### src/hdl/pst_pkg.sv
// Package for the prime sieve table: sizes, request codes and the map port request.
// Used by every module of the block except the generic RAM.
package pst_pkg;
	localparam int SIEVE_SIZE = 8192;
	localparam int ROOT_LIMIT = 90;
	localparam int NUM_W = 13;
	localparam int TDATA_W = 16;
	localparam int AW = $clog2(SIEVE_SIZE);
	localparam int CW = AW + 2;
	localparam int BASE_LAST = (ROOT_LIMIT < SIEVE_SIZE) ? ROOT_LIMIT : SIEVE_SIZE - 1;
	localparam int BW = $clog2(BASE_LAST + 1);

	localparam logic REQ_BUILD = 1'b0;
	localparam logic REQ_QUERY = 1'b1;

	typedef struct packed {
		logic          we;
		logic [AW-1:0] waddr;
		logic          wdata;
		logic          re;
		logic [AW-1:0] raddr;
	} mem_req_t;
endpackage

### src/hdl/pst_ctrl.sv
// Sequencer of the prime sieve table: query handling, sieve build walk with one
// shared adder, and the output register. Depends on pst_pkg.
module pst_ctrl (
	input  logic                 clk,
	input  logic                 arst_n,
	input  logic                 in_valid,
	output logic                 in_ready,
	input  logic                 in_req_type,
	input  logic [pst_pkg::NUM_W-1:0] in_number,
	output logic                 out_valid,
	input  logic                 out_ready,
	output logic [pst_pkg::NUM_W-1:0] out_prime_value,
	output logic                 out_is_prime,
	output pst_pkg::mem_req_t    mem_req,
	input  logic                 mem_rdata
);
	import pst_pkg::*;

	typedef enum logic [2:0] {
		ST_IDLE,
		ST_QRES,
		ST_FILL,
		ST_BRD,
		ST_BCHK,
		ST_MARK,
		ST_BDONE
	} state_t;

	state_t            state_q;
	logic [CW-1:0]     cnt_q;
	logic [BW-1:0]     base_q;
	logic [NUM_W-1:0]  num_q;
	logic              built_q;
	logic              out_valid_q;
	logic [NUM_W-1:0]  out_value_q;
	logic              out_prime_q;
	logic [CW-1:0]     add_a;
	logic [CW-1:0]     sum;
	logic              slot_free;
	logic              load_out;
	logic              accept;
	logic              query_hit;

	assign in_ready  = (state_q == ST_IDLE);
	assign accept    = in_valid && in_ready;
	assign slot_free = !out_valid_q || out_ready;
	assign load_out  = ((state_q == ST_QRES) || (state_q == ST_BDONE)) && slot_free;
	assign add_a     = (state_q == ST_MARK) ? cnt_q : CW'(base_q);
	assign sum       = add_a + CW'(base_q);
	assign query_hit = built_q && mem_rdata && (32'(num_q) < SIEVE_SIZE);

	always_comb begin
		mem_req = '0;
		case (state_q)
			ST_IDLE: begin
				mem_req.re    = accept;
				mem_req.raddr = AW'(in_number);
			end
			ST_FILL: begin
				mem_req.we    = 1'b1;
				mem_req.waddr = cnt_q[AW-1:0];
				mem_req.wdata = (cnt_q >= CW'(2));
			end
			ST_BRD: begin
				mem_req.re    = 1'b1;
				mem_req.raddr = AW'(base_q);
			end
			ST_MARK: begin
				mem_req.we    = 1'b1;
				mem_req.waddr = cnt_q[AW-1:0];
				mem_req.wdata = 1'b0;
			end
			default: begin
				mem_req = '0;
			end
		endcase
	end

	always_ff @(posedge clk or negedge arst_n) begin
		if (!arst_n) begin
			state_q     <= ST_IDLE;
			built_q     <= 1'b0;
			out_valid_q <= 1'b0;
			out_value_q <= '0;
			out_prime_q <= 1'b0;
			num_q       <= '0;
			cnt_q       <= '0;
			base_q      <= '0;
		end else begin
			if (out_valid_q && out_ready && !load_out) begin
				out_valid_q <= 1'b0;
			end
			case (state_q)
				ST_IDLE: begin
					if (accept) begin
						num_q <= in_number;
						if (in_req_type == REQ_QUERY) begin
							state_q <= ST_QRES;
						end else begin
							cnt_q   <= '0;
							state_q <= ST_FILL;
						end
					end
				end
				ST_QRES: begin
					if (slot_free) begin
						out_valid_q <= 1'b1;
						out_value_q <= query_hit ? num_q : '0;
						out_prime_q <= query_hit;
						state_q     <= ST_IDLE;
					end
				end
				ST_FILL: begin
					cnt_q <= cnt_q + CW'(1);
					if (cnt_q == CW'(SIEVE_SIZE - 1)) begin
						base_q  <= BW'(2);
						state_q <= ST_BRD;
					end
				end
				ST_BRD: begin
					state_q <= ST_BCHK;
				end
				ST_BCHK: begin
					if (mem_rdata && (sum < CW'(SIEVE_SIZE))) begin
						cnt_q   <= sum;
						state_q <= ST_MARK;
					end else if (base_q == BW'(BASE_LAST)) begin
						state_q <= ST_BDONE;
					end else begin
						base_q  <= base_q + BW'(1);
						state_q <= ST_BRD;
					end
				end
				ST_MARK: begin
					cnt_q <= sum;
					if (sum >= CW'(SIEVE_SIZE)) begin
						if (base_q == BW'(BASE_LAST)) begin
							state_q <= ST_BDONE;
						end else begin
							base_q  <= base_q + BW'(1);
							state_q <= ST_BRD;
						end
					end
				end
				ST_BDONE: begin
					built_q <= 1'b1;
					if (slot_free) begin
						out_valid_q <= 1'b1;
						out_value_q <= '0;
						out_prime_q <= 1'b0;
						state_q     <= ST_IDLE;
					end
				end
				default: begin
					state_q <= ST_IDLE;
				end
			endcase
		end
	end

	assign out_valid       = out_valid_q;
	assign out_prime_value = out_value_q;
	assign out_is_prime    = out_prime_q;
endmodule

### config.mk
export PLATFORM = sky130hd
export DESIGN_NAME = pst_ctrl
export DESIGN_NICKNAME = d
export VERILOG_FILES = /design/src/hdl/pst_pkg.sv /design/src/hdl/pst_ctrl.sv
export SDC_FILE = /design/constraint.sdc
export NUM_CORES = 1
export LEC_CHECK = 0
export ABC_AREA = 0
export BUFFER_PORTS_ARGS = -buffer_cell sky130_fd_sc_hd__buf_2
export CORE_MARGIN = 2
export CORE_UTILIZATION = 55
export CTS_CLUSTER_SIZE = 25
export DETAILED_ROUTE_END_ITERATION = 7
export GPL_ROUTABILITY_DRIVEN = 1
export GPL_TIMING_DRIVEN = 0
export MAX_ROUTING_LAYER = met4
export PLACE_DENSITY = 0.76
export SYNTH_ARGS = -nofsm -noshare
export SYNTH_HDL_FRONTEND = slang
export SYNTH_SLANG_ARGS = --single-unit
### constraint.sdc
create_clock -name clk -period 4.7 [get_ports clk]
set_clock_uncertainty 0.15 [all_clocks]
set_input_delay 0.47 -clock clk [delete_from_list [all_inputs] [get_ports clk]]
set_output_delay 0.47 -clock clk [all_outputs]
set_load 0.02 [all_outputs]
==> qor.txt <==
routed len/inst - 16.9 um
worst path arrival time - 4050 ps
later-pin clock latency in the skew report - 320 ps
first-pass GRT wire length - 15200 um
TritonCTS buffer count - 5
clock transition at the registers of the reported paths - 100 ps
cell with the biggest individual delay on the critical path - a211oi_1
dominant cell type by area after synthesis - dfrtp_1
critical path fanouts, max - 10
Finish-stage setup viols - 0
number of warnings reported in the yosys synthesis log - 0
standard cell area after detailed placement - 4000 sq um
post-detail-place hpwl - 6810 um
CP max stage delay - 500 ps
highest ir drop seen on vdd - 0.368 mV
Die Ht - 84.8 um
H-tree depth - 2
setup repair bufs after CTS - 0
multiplexer fraction of the synthesized cell area - 4.39%
GRT Overall Usage - 27.0%
n_diodes - 0
top post-synthesis cells by area - dfrtp_1 38%, mux2_2 4.4%, ha_1 4.2%, nand2_1 4.2%, a22o_1 3.7%
number of cell rows - 29
drt first-iter violations - 180
initial core utilization - 56.9%
Cell Area, Synth - 3590 sq um
multi-input gate area in the final layout - 2110 sq um
fin crit period - 4000 ps
area delta synth->final - 13.9%
hold-fix buffers at CTS - 0
Vias - 3363
total chip power - 2.46 mW
CP Data Required Time - 4760 ps
reported leakage power - 1.97 nW
final core utilization - 64.7%
area share of and/or/nand/nor cells after synthesis - 21.6%
count of fill cells added during filler insertion - 553
unrepaired setup endpoints after global routing - false
Achievable Freq - 250 MHz
DRT Pass-1 Iters - 5
fin crit share - 85.1%
clock net sink count - 54
Crit. End Element - flop
die width - 84.8 um
via count of the first global-routing pass - 3244
count of flip-flops with a built-in enable after synthesis - 0
placer congestion estimate - 0.914
total negative setup slack - 0 ps
Max Buffers Root-to-Sink - 2
number of cells upsized or downsized after cts - 0
post-synthesis adder-cell area fraction - 4.74%
category of the critical setup timing path - reg2reg
actual transition at the worst max-transition pin - 962 ps
share of async-settable or async-resettable flops after synthesis - 100%
post-route worst hold slack - 24.2 ps
Port Buf Inserts - 63
tightest slew margin relative to the limit - 35.2%
hold violation count in the final report - 0
share of cells above drive strength 1 - 22.0%
Via-to-Cell Ratio - 6.16
result of the run - finished, final reports clean
final layout net count - 501
Compound-Gate Fraction of Synth Area - 26.0%
synthesized netlist net count - 431
max-capacitance violation count - 0
commonest non-fill, non-tap cell in the layout - buf_2
xor and xnor area share after synthesis - 2.20%
top library cells by usage in the layout, fill and taps aside - 68 x buf_2, 54 x dfrtp_1, 40 x nand2_1
Cells after Synth - 399
flip-flop and latch area - 1350 sq um
cell-by-cell trace of the critical path - and3b_1 -> buf_4 -> clkbuf_1 -> o21ai_0 -> ha_1 -> fa_1 -> a211o_1 -> a211oi_1 -> nor4_1 -> nor4b_4 -> nor3b_1 -> a2bb2oi_1
average cell area after synthesis - 9.00 sq um
total gr overflow - 0
worst hold path class - in2async
Clock Tree Root - clkbuf_8
prevailing post-synth register cell - dfrtp_1
fraction of post-synthesis cell area in the top cell type by area - 37.6%
number of distinct library cells after synthesis - 62
pin count of the biggest net entering global routing - 55
number of slew-limit violations in the final report - 0
main combinational cell family by area after synthesis - compound AO/OA/AOI/OAI gates
number of placed I/O pins - 64
final instance area - 4090 sq um
power density relative to cell area - 603 nW/um^2
routed wire length - 9210 um
sort of element at the start of the critical path - flop
number of remaining DRC errors - 0
CTS tree - done
total die area - 7190 sq um
share of synthesized area occupied by flip-flops and latches - 37.6%
Placeable Area - 6310 sq um
ANT nets after route - 0
antenna violations before repair - 0
flip-flop and latch count after synthesis - 54
==> cell type report <==
cell class	instances	area share, %
multi-input combinational	316	51.7
sequential	54	33.1
timing repair buffer	63	7.77
buffer	23	2.48
tap	77	2.36
clock buffer	5	1.68
inverter	6	0.551
clock inverter	2	0.367
==> path summary, 6_finish.rpt <==
| path | depth (start not counted) | slack (ps) | start | endpoint |
|---|---|---|---|---|
| min | 1 | 20 | arst_n | out_prime_value[0]$_DFFE_PN0P_ |
| min reg2reg | 1 | 340 | built_q$_DFFE_PN0N_ | built_q$_DFFE_PN0N_ |
| max in group asynchronous | 1 | 3920 | arst_n | state_q[0]$_DFFE_PN0P_ |
| max | 12 | 700 | state_q[1]$_DFFE_PN0P_ | base_q[6]$_DFFE_PN0P_ |
| min in group clk | 2 | 240 | in_number[12] | num_q[12]$_DFFE_PN0P_ |
| max reg2reg | 12 | 700 | state_q[1]$_DFFE_PN0P_ | base_q[6]$_DFFE_PN0P_ |
==> registers in the layout, indices dropped and copies added (netlist names) <==
register	count
out_is_prime	1
built_q	1
out_valid	1
base_q	7
num_q	13
out_prime_value	13
cnt_q	15
state_q	3
==> synth_stat cells, drive strengths merged, types with 9 or more instances <==
cell type / n
nand2b: 9
clkbuf: 15
nor2: 34
o21ai: 23
a21oi: 26
nand2: 40
a22oi: 9
ha: 12
dfrtp: 54
mux2: 14
and2: 21
a22o: 15
==> worst max-delay path, delay by kind of cell (launching register included) <==
family          cells  cell delay (ps)
flops               1              470
fa+ha+maj           2              690
buf+inv             2              510
compound gates      4             1080
simple gates        4              980
==> power by group <==
part / total (mW) / internal, mW / switching, mW / leakage (nW)
logic: 1.42 / 0.552 / 0.872 / 1.23
registers: 0.774 / 0.640 / 0.134 / 0.702
clock network: 0.266 / 0.102 / 0.164 / 0.0362
==> cells by family (layout without fill, tap and decap cells) <==
family                     Yosys count  count (layout)
adders and majority gates           13              13
buffers and inverters               29              99
xor gates and xnor gates             9               9
DFF                                 54              54
AOI/OAI and AO/OA                  131             131
muxes                               14              14
and+or+nand+nor                    149             149
==> metal layers <==
layer	up-vias	wire [um]	GRT usage (%)
li1	1628	-	-
met1	1597	4070	33.2
met2	120	4400	45.1
met3	18	499	3.74
met4	0	240	10.5
met5	-	0	-
==> stage by stage <==
stage,setup WS [ps],std cells
after global routing,350,546
after CTS,702,546
after floorplan,1280,399
after detailed placement,762,539
final,701,546
after global placement,811,539
Power figures use the tool's default switching activity.
